$ cat src/sv/ntlvw_pkg.sv
// ----------------------------------------------------------------------------
// ntlvw_pkg
// types, constants and helpers for the nested tlv message writer
// ----------------------------------------------------------------------------
package ntlvw_pkg;

  localparam int MAX_DEPTH  = 8;
  localparam int DEPTH_W    = $clog2(MAX_DEPTH);
  localparam int BUF_BYTES  = 1024;
  localparam int POS_W      = 11;
  localparam int ADDR_W     = 10;
  localparam int CMD_W      = 4;
  localparam int CNT_W      = 4;
  localparam int BSIZE_W    = 11;
  localparam int HEAD_BYTES = 2;

  localparam logic [CMD_W-1:0] CMD_PUSH1      = 4'd0;
  localparam logic [CMD_W-1:0] CMD_PUSH2      = 4'd1;
  localparam logic [CMD_W-1:0] CMD_PUSH3      = 4'd2;
  localparam logic [CMD_W-1:0] CMD_PUSH4      = 4'd3;
  localparam logic [CMD_W-1:0] CMD_PUSH8      = 4'd4;
  localparam logic [CMD_W-1:0] CMD_NEST       = 4'd5;
  localparam logic [CMD_W-1:0] CMD_UNNEST     = 4'd6;
  localparam logic [CMD_W-1:0] CMD_UNNEST_ALL = 4'd7;
  localparam logic [CMD_W-1:0] CMD_START      = 4'd8;

  localparam logic [1:0] ST_OK      = 2'd0;
  localparam logic [1:0] ST_NO_ROOM = 2'd1;
  localparam logic [1:0] ST_DEEP    = 2'd2;
  localparam logic [1:0] ST_LONG    = 2'd3;

  typedef enum logic [1:0] {
    MODE_NONE,
    MODE_PUSH,
    MODE_NEST,
    MODE_PATCH
  } mode_t;

  // controller to datapath
  typedef struct packed {
    logic load;
    logic close_step;
    logic emit_step;
  } ctl_cmd_t;

  // datapath to controller
  typedef struct packed {
    logic need_close;
    logic close_last;
    logic slot_free;
    logic emit_last;
  } dp_stat_t;

  // value bytes carried by a push code
  function automatic logic [CNT_W-1:0] push_len(input logic [CMD_W-1:0] c);
    logic [CNT_W-1:0] n;
    case (c)
      CMD_PUSH1: n = 4'd1;
      CMD_PUSH2: n = 4'd2;
      CMD_PUSH3: n = 4'd3;
      CMD_PUSH4: n = 4'd4;
      default:   n = 4'd8;
    endcase
    return n;
  endfunction

endpackage

$ cat src/sv/ntlvw_ifs.sv
// ----------------------------------------------------------------------------
// ntlvw_ifs
// valid/ready channels for commands and byte-write results
// ----------------------------------------------------------------------------
interface ntlvw_in_if import ntlvw_pkg::*; ();
  logic             valid;
  logic             ready;
  logic [CMD_W-1:0] cmd;
  logic [7:0]       tag;
  logic [63:0]      value;

  modport source (output valid, cmd, tag, value, input ready);
  modport sink   (input valid, cmd, tag, value, output ready);
endinterface

interface ntlvw_out_if import ntlvw_pkg::*; ();
  logic              valid;
  logic              ready;
  logic              wr_valid;
  logic [ADDR_W-1:0] wr_addr;
  logic [7:0]        wr_byte;
  logic [1:0]        status;
  logic [POS_W-1:0]  used_bytes;
  logic              last;

  modport source (output valid, wr_valid, wr_addr, wr_byte, status, used_bytes, last,
                  input ready);
  modport sink   (input valid, wr_valid, wr_addr, wr_byte, status, used_bytes, last,
                  output ready);
endinterface

$ cat src/sv/ntlvw_ctrl.sv
// ----------------------------------------------------------------------------
// ntlvw_ctrl
// sequencer: accept, close levels, emit result beats
// ----------------------------------------------------------------------------
module ntlvw_ctrl import ntlvw_pkg::*; (
  input  logic     clk,
  input  logic     rst_n,
  input  logic     in_valid,
  output logic     in_ready,
  input  dp_stat_t stat,
  output ctl_cmd_t cmd
);

  typedef enum logic [1:0] {
    S_IDLE,
    S_CLOSE,
    S_EMIT
  } state_t;

  state_t state_r, state_nxt;

  always_comb begin
    state_nxt      = state_r;
    cmd            = '0;
    in_ready       = 1'b0;
    unique case (state_r)
      S_IDLE: begin
        in_ready = 1'b1;
        if (in_valid) begin
          cmd.load  = 1'b1;
          state_nxt = stat.need_close ? S_CLOSE : S_EMIT;
        end
      end
      S_CLOSE: begin
        cmd.close_step = 1'b1;
        if (stat.close_last) state_nxt = S_EMIT;
      end
      S_EMIT: begin
        if (stat.slot_free) begin
          cmd.emit_step = 1'b1;
          if (stat.emit_last) state_nxt = S_IDLE;
        end
      end
      default: state_nxt = S_IDLE;
    endcase
  end

  always_ff @(posedge clk) begin
    if (!rst_n) begin
      state_r <= S_IDLE;
    end else begin
      state_r <= state_nxt;
    end
  end

endmodule

$ cat src/sv/ntlvw_dp.sv
// ----------------------------------------------------------------------------
// ntlvw_dp
// level stack, patch buffer, byte sequencing and result register
// ----------------------------------------------------------------------------
module ntlvw_dp import ntlvw_pkg::*; (
  input  logic               clk,
  input  logic               rst_n,
  input  ctl_cmd_t           cmd,
  output dp_stat_t           stat,
  input  logic [BSIZE_W-1:0] buf_cap,
  input  logic [CMD_W-1:0]   in_cmd,
  input  logic [7:0]         in_tag,
  input  logic [63:0]        in_value,
  input  logic               out_ready,
  output logic               out_valid,
  output logic               out_wr_valid,
  output logic [ADDR_W-1:0]  out_wr_addr,
  output logic [7:0]         out_wr_byte,
  output logic [1:0]         out_status,
  output logic [POS_W-1:0]   out_used_bytes,
  output logic               out_last
);

  // level state
  logic [DEPTH_W-1:0] depth_r, depth_nxt;
  logic [POS_W-1:0]   cur_r, cur_nxt;
  logic [POS_W-1:0]   stack_r [MAX_DEPTH];

  // per-command state
  mode_t              mode_r;
  logic [1:0]         st_r;
  logic [POS_W-1:0]   base_r;
  logic [7:0]         tag_r;
  logic [63:0]        val_r;
  logic [CNT_W-1:0]   len_r;
  logic [CNT_W-1:0]   n_r;
  logic [CNT_W-1:0]   idx_r;
  logic               single_r;

  // patch buffer, one entry per closed level
  logic [ADDR_W-1:0]  pa_addr_r [MAX_DEPTH];
  logic [7:0]         pa_byte_r [MAX_DEPTH];
  logic [1:0]         pa_st_r   [MAX_DEPTH];

  // result register
  logic               ov_r;
  logic               owv_r;
  logic [ADDR_W-1:0]  oaddr_r;
  logic [7:0]         obyte_r;
  logic [1:0]         ost_r;
  logic [POS_W-1:0]   oused_r;
  logic               olast_r;

  logic [POS_W:0]     lim;
  logic [POS_W:0]     push_end;
  logic [POS_W:0]     nest_end;
  logic [CNT_W-1:0]   in_len;
  logic               is_push;
  logic               is_close;

  logic [POS_W-1:0]   parent;
  logic [POS_W:0]     parent_hd;
  logic [POS_W-1:0]   contents;
  logic [POS_W-1:0]   patch_sum;

  logic               e_wv;
  logic [ADDR_W-1:0]  e_addr;
  logic [7:0]         e_byte;
  logic [1:0]         e_st;
  logic [POS_W-1:0]   e_sum;
  logic               e_last;
  logic [DEPTH_W-1:0] pidx;

  // room checks in one extra bit
  assign lim      = (buf_cap > BSIZE_W'(BUF_BYTES)) ? (POS_W+1)'(BUF_BYTES)
                                                     : (POS_W+1)'(buf_cap);
  assign in_len   = push_len(in_cmd);
  assign push_end = {1'b0, cur_r} + (POS_W+1)'(HEAD_BYTES) + (POS_W+1)'(in_len);
  assign nest_end = {1'b0, cur_r} + (POS_W+1)'(HEAD_BYTES);
  assign is_push  = (in_cmd <= CMD_PUSH8);
  assign is_close = (in_cmd == CMD_UNNEST) || (in_cmd == CMD_UNNEST_ALL);

  // closing one level
  assign parent    = stack_r[depth_r - DEPTH_W'(1)];
  assign parent_hd = {1'b0, parent} + (POS_W+1)'(HEAD_BYTES);
  assign contents  = ({1'b0, cur_r} >= parent_hd) ? POS_W'({1'b0, cur_r} - parent_hd)
                                                   : '0;
  assign patch_sum = POS_W'(parent_hd) + contents;

  assign pidx   = idx_r[DEPTH_W-1:0];
  assign e_sum  = base_r + POS_W'(idx_r);
  assign e_last = (idx_r == n_r - CNT_W'(1));

  always_comb begin
    e_wv   = 1'b1;
    e_addr = e_sum[ADDR_W-1:0];
    e_byte = '0;
    e_st   = ST_OK;
    case (mode_r)
      MODE_PUSH: begin
        if (idx_r == '0)              e_byte = tag_r;
        else if (idx_r == CNT_W'(1))  e_byte = 8'(len_r);
        else                          e_byte = val_r[63:56];
      end
      MODE_NEST: begin
        if (idx_r == '0) e_byte = tag_r;
      end
      MODE_PATCH: begin
        e_addr = pa_addr_r[pidx];
        e_byte = pa_byte_r[pidx];
        e_st   = pa_st_r[pidx];
      end
      default: begin
        e_wv   = 1'b0;
        e_addr = '0;
        e_st   = st_r;
      end
    endcase
  end

  assign stat.need_close = is_close && (depth_r != '0);
  assign stat.close_last = single_r || (depth_r == DEPTH_W'(1));
  assign stat.slot_free  = !ov_r || out_ready;
  assign stat.emit_last  = e_last;

  always_comb begin
    depth_nxt = depth_r;
    cur_nxt   = cur_r;
    if (cmd.load) begin
      if (is_push) begin
        if (push_end <= lim) cur_nxt = POS_W'(push_end);
      end else if (in_cmd == CMD_NEST) begin
        if ((depth_r != DEPTH_W'(MAX_DEPTH - 1)) && (nest_end <= lim)) begin
          cur_nxt   = POS_W'(nest_end);
          depth_nxt = depth_r + DEPTH_W'(1);
        end
      end else if (in_cmd == CMD_START) begin
        cur_nxt   = '0;
        depth_nxt = '0;
      end
    end else if (cmd.close_step) begin
      cur_nxt   = patch_sum;
      depth_nxt = depth_r - DEPTH_W'(1);
    end
  end

  always_ff @(posedge clk) begin
    if (!rst_n) begin
      depth_r <= '0;
      cur_r   <= '0;
      ov_r    <= 1'b0;
    end else begin
      depth_r <= depth_nxt;
      cur_r   <= cur_nxt;
      if (cmd.emit_step)  ov_r <= 1'b1;
      else if (out_ready) ov_r <= 1'b0;
    end
  end

  always_ff @(posedge clk) begin
    if (cmd.load) begin
      tag_r    <= in_tag;
      len_r    <= in_len;
      base_r   <= cur_r;
      idx_r    <= '0;
      single_r <= (in_cmd == CMD_UNNEST);
      mode_r   <= MODE_NONE;
      st_r     <= ST_OK;
      n_r      <= CNT_W'(1);
      case (in_cmd)
        CMD_PUSH1: val_r <= in_value << 56;
        CMD_PUSH2: val_r <= in_value << 48;
        CMD_PUSH3: val_r <= in_value << 40;
        CMD_PUSH4: val_r <= in_value << 32;
        default:   val_r <= in_value;
      endcase
      if (is_push) begin
        if (push_end > lim) begin
          st_r <= ST_NO_ROOM;
        end else begin
          mode_r <= MODE_PUSH;
          n_r    <= CNT_W'(HEAD_BYTES) + in_len;
        end
      end else if (in_cmd == CMD_NEST) begin
        if (depth_r == DEPTH_W'(MAX_DEPTH - 1)) begin
          st_r <= ST_DEEP;
        end else if (nest_end > lim) begin
          st_r <= ST_NO_ROOM;
        end else begin
          mode_r           <= MODE_NEST;
          n_r              <= CNT_W'(HEAD_BYTES);
          stack_r[depth_r] <= cur_r;
        end
      end else if (is_close && (depth_r != '0)) begin
        mode_r <= MODE_PATCH;
        n_r    <= '0;
      end
    end
    if (cmd.close_step) begin
      pa_addr_r[n_r[DEPTH_W-1:0]] <= ADDR_W'(parent + POS_W'(1));
      pa_byte_r[n_r[DEPTH_W-1:0]] <= contents[7:0];
      pa_st_r[n_r[DEPTH_W-1:0]]   <= (contents > POS_W'(255)) ? ST_LONG : ST_OK;
      n_r <= n_r + CNT_W'(1);
    end
    if (cmd.emit_step) begin
      owv_r   <= e_wv;
      oaddr_r <= e_addr;
      obyte_r <= e_byte;
      ost_r   <= e_st;
      oused_r <= cur_r;
      olast_r <= e_last;
      idx_r   <= idx_r + CNT_W'(1);
      if ((mode_r == MODE_PUSH) && (idx_r >= CNT_W'(HEAD_BYTES))) val_r <= val_r << 8;
    end
  end

  assign out_valid      = ov_r;
  assign out_wr_valid   = owv_r;
  assign out_wr_addr    = oaddr_r;
  assign out_wr_byte    = obyte_r;
  assign out_status     = ost_r;
  assign out_used_bytes = oused_r;
  assign out_last       = olast_r;

endmodule

$ cat src/sv/nested_tlv_message_writer.sv
// a command's first result beat passes the sequencer state register and then the
// result register before it shows on out_ch; an unnest first closes its levels
// push, nest and single-result commands go straight from accept to emitting beats
// unnest of k levels: one level closed per cycle then one patch beat per cycle
// unless out_ch stalls; the shared result register paces one buffer byte per cycle
// reset (synchronous, rst_n low): depth and write position cleared, buffer capacity 1024
// ----------------------------------------------------------------------------
// nested_tlv_message_writer
// builds nested tag-length-value messages as a stream of buffer byte writes
// ----------------------------------------------------------------------------
module nested_tlv_message_writer import ntlvw_pkg::*; (
  input  logic               clk,
  input  logic               rst_n,
  ntlvw_in_if.sink           in_ch,
  ntlvw_out_if.source        out_ch,
  input  logic               psel,
  input  logic               penable,
  input  logic               pwrite,
  input  logic [2:0]         paddr,
  input  logic [31:0]        pwdata,
  output logic [31:0]        prdata,
  output logic               pready
);

  // register index 0 sits at byte address 0, anything from 4 up is unmapped
  localparam logic REG_BUF_CAP = 1'b0;

  logic [BSIZE_W-1:0] buf_cap_r;
  logic               cfg_wr;
  ctl_cmd_t           cmd;
  dp_stat_t           stat;

  // apb: no wait states, write lands in the access phase
  assign pready = 1'b1;
  assign cfg_wr = psel && penable && pwrite && (paddr[2] == REG_BUF_CAP);
  assign prdata = (paddr[2] == REG_BUF_CAP) ? 32'(buf_cap_r) : '0;

  always_ff @(posedge clk) begin
    if (!rst_n) begin
      buf_cap_r <= BSIZE_W'(1024);
    end else if (cfg_wr) begin
      buf_cap_r <= pwdata[BSIZE_W-1:0];
    end
  end

  // sequencer: one command at a time, the datapath does all the arithmetic
  ntlvw_ctrl u_ctrl (
    .clk      (clk),
    .rst_n    (rst_n),
    .in_valid (in_ch.valid),
    .in_ready (in_ch.ready),
    .stat     (stat),
    .cmd      (cmd)
  );

  // level stack, patch buffer and the result beat register
  ntlvw_dp u_dp (
    .clk            (clk),
    .rst_n          (rst_n),
    .cmd            (cmd),
    .stat           (stat),
    .buf_cap        (buf_cap_r),
    .in_cmd         (in_ch.cmd),
    .in_tag         (in_ch.tag),
    .in_value       (in_ch.value),
    .out_ready      (out_ch.ready),
    .out_valid      (out_ch.valid),
    .out_wr_valid   (out_ch.wr_valid),
    .out_wr_addr    (out_ch.wr_addr),
    .out_wr_byte    (out_ch.wr_byte),
    .out_status     (out_ch.status),
    .out_used_bytes (out_ch.used_bytes),
    .out_last       (out_ch.last)
  );

endmodule

$ cat src/flat_wrapper.sv
// flat-port wrapper written by rule: the top's interface ports become plain ports
module nested_tlv_message_writer_flat import ntlvw_pkg::*;
  (clk, rst_n, psel, penable, pwrite, paddr, pwdata, prdata, pready, in_ch_valid, in_ch_cmd, in_ch_tag, in_ch_value, in_ch_ready, out_ch_valid, out_ch_wr_valid, out_ch_wr_addr, out_ch_wr_byte, out_ch_status, out_ch_used_bytes, out_ch_last, out_ch_ready);
  ntlvw_in_if in_ch_i ();
  ntlvw_out_if out_ch_i ();
  input  logic clk;
  input  logic rst_n;
  input  logic psel;
  input  logic penable;
  input  logic pwrite;
  input  logic [2:0] paddr;
  input  logic [31:0] pwdata;
  output logic [31:0] prdata;
  output logic pready;
  input wire logic [$bits(in_ch_i.valid)-1:0] in_ch_valid;
  input wire logic [$bits(in_ch_i.cmd)-1:0] in_ch_cmd;
  input wire logic [$bits(in_ch_i.tag)-1:0] in_ch_tag;
  input wire logic [$bits(in_ch_i.value)-1:0] in_ch_value;
  output wire logic [$bits(in_ch_i.ready)-1:0] in_ch_ready;
  output wire logic [$bits(out_ch_i.valid)-1:0] out_ch_valid;
  output wire logic [$bits(out_ch_i.wr_valid)-1:0] out_ch_wr_valid;
  output wire logic [$bits(out_ch_i.wr_addr)-1:0] out_ch_wr_addr;
  output wire logic [$bits(out_ch_i.wr_byte)-1:0] out_ch_wr_byte;
  output wire logic [$bits(out_ch_i.status)-1:0] out_ch_status;
  output wire logic [$bits(out_ch_i.used_bytes)-1:0] out_ch_used_bytes;
  output wire logic [$bits(out_ch_i.last)-1:0] out_ch_last;
  input wire logic [$bits(out_ch_i.ready)-1:0] out_ch_ready;
  assign in_ch_i.valid = in_ch_valid;
  assign in_ch_i.cmd = in_ch_cmd;
  assign in_ch_i.tag = in_ch_tag;
  assign in_ch_i.value = in_ch_value;
  assign in_ch_ready = in_ch_i.ready;
  assign out_ch_valid = out_ch_i.valid;
  assign out_ch_wr_valid = out_ch_i.wr_valid;
  assign out_ch_wr_addr = out_ch_i.wr_addr;
  assign out_ch_wr_byte = out_ch_i.wr_byte;
  assign out_ch_status = out_ch_i.status;
  assign out_ch_used_bytes = out_ch_i.used_bytes;
  assign out_ch_last = out_ch_i.last;
  assign out_ch_i.ready = out_ch_ready;
  nested_tlv_message_writer u_core (.clk(clk), .rst_n(rst_n), .in_ch(in_ch_i), .out_ch(out_ch_i), .psel(psel), .penable(penable), .pwrite(pwrite), .paddr(paddr), .pwdata(pwdata), .prdata(prdata), .pready(pready));
endmodule
$ cat config.mk
export PLATFORM = sky130hd
export DESIGN_NAME = nested_tlv_message_writer_flat
export DESIGN_NICKNAME = d
export VERILOG_FILES = /design/src/sv/ntlvw_pkg.sv /design/src/sv/ntlvw_ifs.sv /design/src/sv/ntlvw_ctrl.sv /design/src/sv/ntlvw_dp.sv /design/src/sv/nested_tlv_message_writer.sv /design/src/flat_wrapper.sv
export SDC_FILE = /design/constraint.sdc
export NUM_CORES = 1
export LEC_CHECK = 0
export BUFFER_PORTS_ARGS = -buffer_cell sky130_fd_sc_hd__buf_2
export CORE_UTILIZATION = 30
export DETAILED_ROUTE_END_ITERATION = 8
export HOLD_SLACK_MARGIN = 0.15
export PLACE_DENSITY = 0.49
export SYNTH_ARGS = -nofsm -noshare
export SYNTH_HDL_FRONTEND = slang
export SYNTH_SLANG_ARGS = --single-unit
$ cat constraint.sdc
create_clock -name clk -period 24.9 [get_ports clk]
set_input_delay 1.245 -clock clk [delete_from_list [all_inputs] [get_ports clk]]
set_output_delay 1.245 -clock clk [all_outputs]
set_load 0.1 [all_outputs]
### Word level (Yosys, flattened, before mapping)

Memory sizes are Yosys's and may differ from the RTL's. A register that Yosys moved wholly into a read port is not among the register bits.
Index checks and enable logic that the tools add are counted.

| word-level totals | value |
|---|---|
| bits in registers | 160 |
| latch bits | 0 |
| RAM bits | 248 |
| bits in read-only memories | 0 |
| input bits | 118 |
| word-level logic and storage cells | 171 |
| memories | 4 |

Memories:

| name | depth | bits a word | rd ports | clocked after Yosys merged registers in | write ports | RTL line | RTL |
|---|---|---|---|---|---|---|---|
| u_core.u_dp.stack_r | 8 | 11 | 1 | 0 | 1 | ntlvw_dp.sv:27 | `logic [POS_W-1:0] stack_r [MAX_DEPTH];` |
| u_core.u_dp.pa_addr_r | 8 | 10 | 1 | 1 | 1 | ntlvw_dp.sv:41 | `logic [ADDR_W-1:0] pa_addr_r [MAX_DEPTH];` |
| u_core.u_dp.pa_byte_r | 8 | 8 | 1 | 1 | 1 | ntlvw_dp.sv:42 | `logic [7:0] pa_byte_r [MAX_DEPTH];` |
| u_core.u_dp.pa_st_r | 8 | 2 | 1 | 1 | 1 | ntlvw_dp.sv:43 | `logic [1:0] pa_st_r [MAX_DEPTH];` |

| operators by class | value |
|---|---|
| $add $sub $neg | 13 |
| $mul | 0 |
| divide/modulo/power cells | 0 |
| order comparisons | 9 |
| equality and inequality tests | 27 |
| shift operators | 0 |
| multiplexer cells | 75 |
| bitwise gates (word level) | 1 |
| reductions and logical operators | 22 |

Operators with widths:

| operator | number |
|---|---|
| $pmux W64 S4 | 1 |
| $mux W64 | 3 |
| $mux W11 | 10 |
| $mux W2 | 16 |
| $mux W4 | 7 |
| $mux W3 | 9 |
| $add A11 B2 Y12 const B | 2 |
| $gt A12 B11 Y1 | 2 |
| $le A12 B11 Y1 | 2 |
| $mux W8 | 3 |
| $pmux W8 S3 | 1 |
| $mux W1 | 21 |
| $pmux W10 S2 | 1 |
| $pmux W4 S4 | 1 |
| $add A12 B4 Y12 | 1 |
| $eq A4 B3 Y1 const B | 3 |
| $ge A11 B12 Y1 | 1 |
| $ne A3 B3 Y1 const B | 4 |
| $reduce_and A4 Y1 | 3 |
| $add A11 B11 Y11 | 1 |
| $gt A11 B11 Y1 const B | 1 |
| $gt A11 B8 Y1 const B | 1 |
| $sub A11 B11 Y11 | 1 |
| $add A10 B1 Y10 const B | 1 |
| other kinds (31) | 51 |

### Depth between registers and ports, before layout

| logic depth | value |
|---|---|
| depth after elaboration | 9 |
| gate-level depth with buffers | 36 |
| gate-level depth less buffers | 31 |

### Hierarchy

A second synthesis with hierarchy kept.

| unflattened totals | value |
|---|---|
| cells, all modules | 1647 |
| area, all modules | 19890.3 um^2 |

Modules (own cells, without submodules):

| module | instances | cells each | area each (um^2) | seq. area each (um^2) |
|---|---|---|---|---|
| ntlvw_dp | 1 | 1549 | 19059.5 | 10890.4 |
| nested_tlv_message_writer | 1 | 84 | 706.9 | 220.2 |
| ntlvw_ctrl | 1 | 14 | 123.9 | 40.0 |

### Worst setup path before layout

Ideal clock, no wire load.

| path | value |
|---|---|
| kind | reg-to-reg |
| from | reg u_core.u_dp.depth_r[0] |
| to | reg u_core.u_dp.cur_r[10] |
| library setup time | 0.126 ns |
| arrival time | 7.865 ns |
| required time | 24.774 ns |
| slack | 16.909 ns |
| cell stages (with the launch flop) | 36 |
| buffers on the path | 5 |
| clock period less this slack | 7.991 ns |
| cell sequence | dfxtp_1 buf_6 buf_2 inv_1 ha_1 buf_2 buf_1 mux4_2 mux2i_1 inv_1 ha_1 nand2_1 o22a_1 nor2_1 nand2_1 xor2_1 inv_1 ha_1 a21oi_1 o21ai_0 o22a_1 o221ai_4 or2_2 clkbuf_1 nor2_1 inv_1 fa_1 inv_1 nand2_1 a2111oi_1 a311oi_2 maj3_2 o22a_4 o21ai_0 xnor2_1 o21ai_0 |

| on the way | value |
|---|---|
| cells in the longest elaborated chain, start to end | 8 |
| elaborated cells on any way between the ends | 13 |
| those cells by class | 4 x add/sub; 1 x order compare; 2 x eq/ne; 3 x mux; 2 x reduce/logical; 1 x memory |

RTL lines:

| item | RTL line | RTL |
|---|---|---|
| start, declared | ntlvw_dp.sv:25 | `logic [DEPTH_W-1:0] depth_r, depth_nxt;` |
| start signal, assigned | ntlvw_dp.sv:153 | `depth_r <= depth_nxt;` |
| $sub A3 B1 Y3 * | ntlvw_dp.sv:84 | `assign parent = stack_r[depth_r - DEPTH_W'(1)];` |
| $mem_v2 Z8 W11 * | n/a |  |
| $add A11 B2 Y12 * | ntlvw_dp.sv:85 | `assign parent_hd = {1'b0, parent} + (POS_W+1)'(HEAD_BYTES);` |
| $sub A11 B11 Y11 or $ge A11 B12 Y1 (tied branches) | ntlvw_dp.sv:86 | `assign contents = ({1'b0, cur_r} >= parent_hd) ? POS_W'({1'b0, cur_r} - parent_hd)` |
| $mux W11 * | ntlvw_dp.sv:86 |  |
| via u_core.u_dp.contents[1] | ntlvw_dp.sv:63 | `logic [POS_W-1:0] contents;` |
| $add A11 B11 Y11 * | ntlvw_dp.sv:88 | `assign patch_sum = POS_W'(parent_hd) + contents;` |
| $mux W11 * | ntlvw_dp.sv:141 | `end else if (cmd.close_step) begin` |
| $mux W11 * | ntlvw_dp.sv:129 | `if (cmd.load) begin` |
| end signal, assigned | ntlvw_dp.sv:154 | `cur_r <= cur_nxt;` |
| end, declared | ntlvw_dp.sv:26 | `logic [POS_W-1:0] cur_r, cur_nxt;` |

The timed path passes the listed nets; every way through them passes the cells marked *. The select of a mux whose other input is x is not followed.
A chain may end at the register's enable or synchronous reset.

### Worst setup path in the final report

Ends and elaborated chain as after synthesis.

==> impl_metrics.py <==
metrics = {
    "run_status": {
        "outcome": "complete, no violations",
    },
    "final_layout": {
        "areaGrowthSynthToFinish_pct": 15.42,
        "regArea_um2": 11150,
        "multiInputGateArea_um2": 7876,
        "nets": 1925,
        "drive_gt1_share_pct": 19.33,
        "postLayoutCellArea_um2": 22630,
        "fill_cells": 6426,
    },
    "timing": {
        "slew_viol_final": 0,
        "worst_pin_slew_ns": 1.236,
        "hold_viol_final": 0,
        "finalCriticalPeriod_ns": 8.805,
        "finalSetupViolCount": 0,
        "fin_tns_setup_ns": 0,
        "finalClockSkew_ns": 0.02067,
        "fin_crit_sh_pct": 35.36,
        "max_freq_mhz": 113.6,
        "rsz0062_at_grt": "no",
        "slew_headroom_pct": 17.29,
    },
    "yosys": {
        "synth-edff-count": 308,
        "ys_top_cells_by_area": "edfxtp_1, dfxtp_1, mux4_2, ha_1, nand2_1",
        "ys.flop_type": "edfxtp_1",
        "async_flop_share_pct": 0,
        "yosys.area.top_type": "edfxtp_1",
        "synth_top_cells_by_count": "edfxtp_1, nand2_1, o21ai_0",
        "synth_top_area_share_pct": 47.18,
        "syn_inst": 1617,
        "yosysMostFrequentCell": "edfxtp_1",
        "ys_seq_area_share_pct": 56.88,
        "ys_warn_count": 0,
        "ys_ff_latch": 403,
        "netlist_area_um2": 19600,
        "synth_cell_types": 65,
        "synth_area_per_cell_um2": 12.12,
    },
    "critical_path": {
        "worst-setup-path-type": "reg -> reg",
        "arrival_ns": 9.26,
        "path_buf_inv": 7,
        "cpPeakStageDelay_ns": 0.64,
        "crit_fanout": 24,
        "cp-end-kind": "flop",
        "path_delay_family": "compound AO/OA/AOI/OAI gates",
        "slowest_stage": "xor2_4",
        "cpMostUsedCell": "inv_1",
        "start_kind": "flop",
        "worstPathRequired_ns": 25.35,
    },
    "global_route": {
        "grt_pass1_vias": 12820,
        "grt_antenna_before_repair": 4,
        "grt_pass1_wl_um": 80070,
        "track_usage_pct": 15.85,
        "grt_max_degree": 121,
        "overflow": 0,
    },
    "drt": {
        "wl_per_cell_um": 20.34,
        "drt_iter0_drc": 951,
        "post-route-drc-count": 0,
        "viasPerCell": 4.956,
        "ant_nets": 0,
        "vias": 13040,
        "finalWirelength_um": 53510,
        "drt_pass1_iterations": 5,
    },
    "clock_tree": {
        "clkSinkCount": 403,
        "cts_tree": "yes",
        "htree_levels": 2,
        "cts_made_buffers": 45,
        "clockBufferDepth": 3,
        "cts_resized": 0,
        "root_buffer": "clkbuf_16",
        "cts_hold_buf": 0,
        "worstSkewPairLatency_ns": 0.57,
        "postCtsSetupRepairBufs": 0,
        "clk_pin_slew_ns": 0.06,
    },
    "die": {
        "fp.dieW_um": 257.6,
        "fp-row-count": 93,
        "fp.dieH_um": 257.6,
        "io-pin-count": 186,
        "core_area_um2": 64460,
        "initial_utilization_pct": 30.41,
        "dieArea_um2": 66370,
    },
    "place": {
        "port_buffers": 140,
        "place_congestion": 0.8524,
        "place_area_um2": 21190,
        "dp_hpwl_um": 35980,
    },
    "hold_path": {
        "hp-class": "reg -> reg",
    },
    "pwr": {
        "ir_worst_vdd_mv": 0.04034,
        "p_leak_nw": 8.191,
        "powerDensity_nw_per_um2": 89.32,
    },
    "job": {
        "drv_cap": 0,
    },
}
==> report_power, final <==
part           internal, mW  switching [mW]
clock                 0.384           0.270
combinational         0.185           0.342
sequential            0.798          0.0424
==> cell usage in the layout, fill, tap and decap left out, types with 43 or more instances in the layout <==
| cell | n |
|---|---|
| nand2_1 | 181 |
| mux4_2 | 57 |
| o21ai_0 | 103 |
| dfxtp_1 | 94 |
| a21oi_1 | 96 |
| buf_2 | 140 |
| clkbuf_16 | 46 |
| xnor2_1 | 50 |
| edfxtp_1 | 308 |
| ha_1 | 64 |
| nor2_1 | 94 |
| nand3_1 | 43 |
| inv_1 | 47 |
==> worst paths after layout <==
path | from | to | slack [ns] | cells past startpoint
worst max-delay path | u_core.u_dp.depth_r[0] | u_core.u_dp.cur_r[10] | 16.10 | 32
worst min-delay path | u_core.u_dp.val_r[10] | u_core.u_dp.val_r[18] | 0.45 | 2
worst min register to register | u_core.u_dp.val_r[10] | u_core.u_dp.val_r[18] | 0.45 | 2
worst max register to register | u_core.u_dp.depth_r[0] | u_core.u_dp.cur_r[10] | 16.10 | 32
==> layout make-up <==
cell class,instances,share of cell area [%]
Sequential cell,403,49.29
Antenna cell,2,0.02212
Inverter,51,0.8461
Timing Repair Buffer,166,3.960
Clock inverter,24,1.012
Multi-Input combinational cell,1072,34.81
Tap cell,855,4.728
Clock buffer,58,5.331
==> metrics by stage <==
step | util (%) | hold WS [ns] | cells | total power [mW] | setup WS (ns)
finish | 35.10 | 0.4518 | 2631 | 2.021 | 16.10
detailed placement | 32.86 | 0.4367 | 2547 | 1.381 | 16.02
global placement | 32.86 | 0.4299 | 2547 | 1.372 | 16.22
CTS | 35.09 | 0.4536 | 2629 | 2.042 | 16.01
global route | 35.10 | 0.4775 | 2631 | 2.117 | 15.37
floorplan | - | 0.4199 | 1637 | 1.234 | 16.91
==> per-layer routing <==
layer | wire [µm] | part of all wire, % | track usage (%) | vias up
met5 | 21 | 0.039 | 0 | -
met4 | 1113 | 2.1 | 4.553 | 4
met3 | 2351 | 4.4 | 2.542 | 65
met2 | 24860 | 46 | 25.16 | 299
met1 | 25160 | 47 | 22.28 | 6431
li1 | - | - | - | 6239
==> flip-flops by register name (all words and copies together), names as in the netlist, named ones only <==
signal,flops
u_core.u_dp.tag_r,8
u_core.u_dp.out_wr_byte,8
u_core.u_dp.pa_addr_r,80
u_core.u_dp.out_last,1
u_core.u_ctrl.state_r,2
u_core.u_dp.len_r,4
u_core.u_dp.n_r,4
u_core.u_dp.mode_r,2
u_core.u_dp.out_used_bytes,11
u_core.u_dp.stack_r,88
u_core.u_dp.base_r,10
u_core.u_dp.cur_r,10
u_core.buf_cap_r,11
u_core.u_dp.idx_r,4
u_core.u_dp.pa_st_r,8
u_core.u_dp.single_r,1
u_core.u_dp.st_r,2
u_core.u_dp.out_wr_valid,1
u_core.u_dp.out_valid,1
u_core.u_dp.depth_r,3
u_core.u_dp.out_status,2
u_core.u_dp.pa_byte_r,64
u_core.u_dp.val_r,64
u_core.u_dp.out_wr_addr,10
==> kinds of logic after synthesis <==
family,after synthesis,synth area share [%]
other,2,0.03831
DFF,403,56.88
adders and majority gates,71,4.653
xor gates and xnor gates,73,3.357
and+or+nand+nor,454,10.59
buffers and inverters,162,3.594
muxes,122,10.31
AOI/OAI and AO/OA,330,10.58
==> worst min-delay path: cells and delay by family, from the launching register on <==
kind | cells | cell delay [ns]
DFF | 1 | 0.32
and+or+nand+nor | 1 | 0.05
AOI/OAI and AO/OA | 1 | 0.05
(Power assumes the default switching activity.)
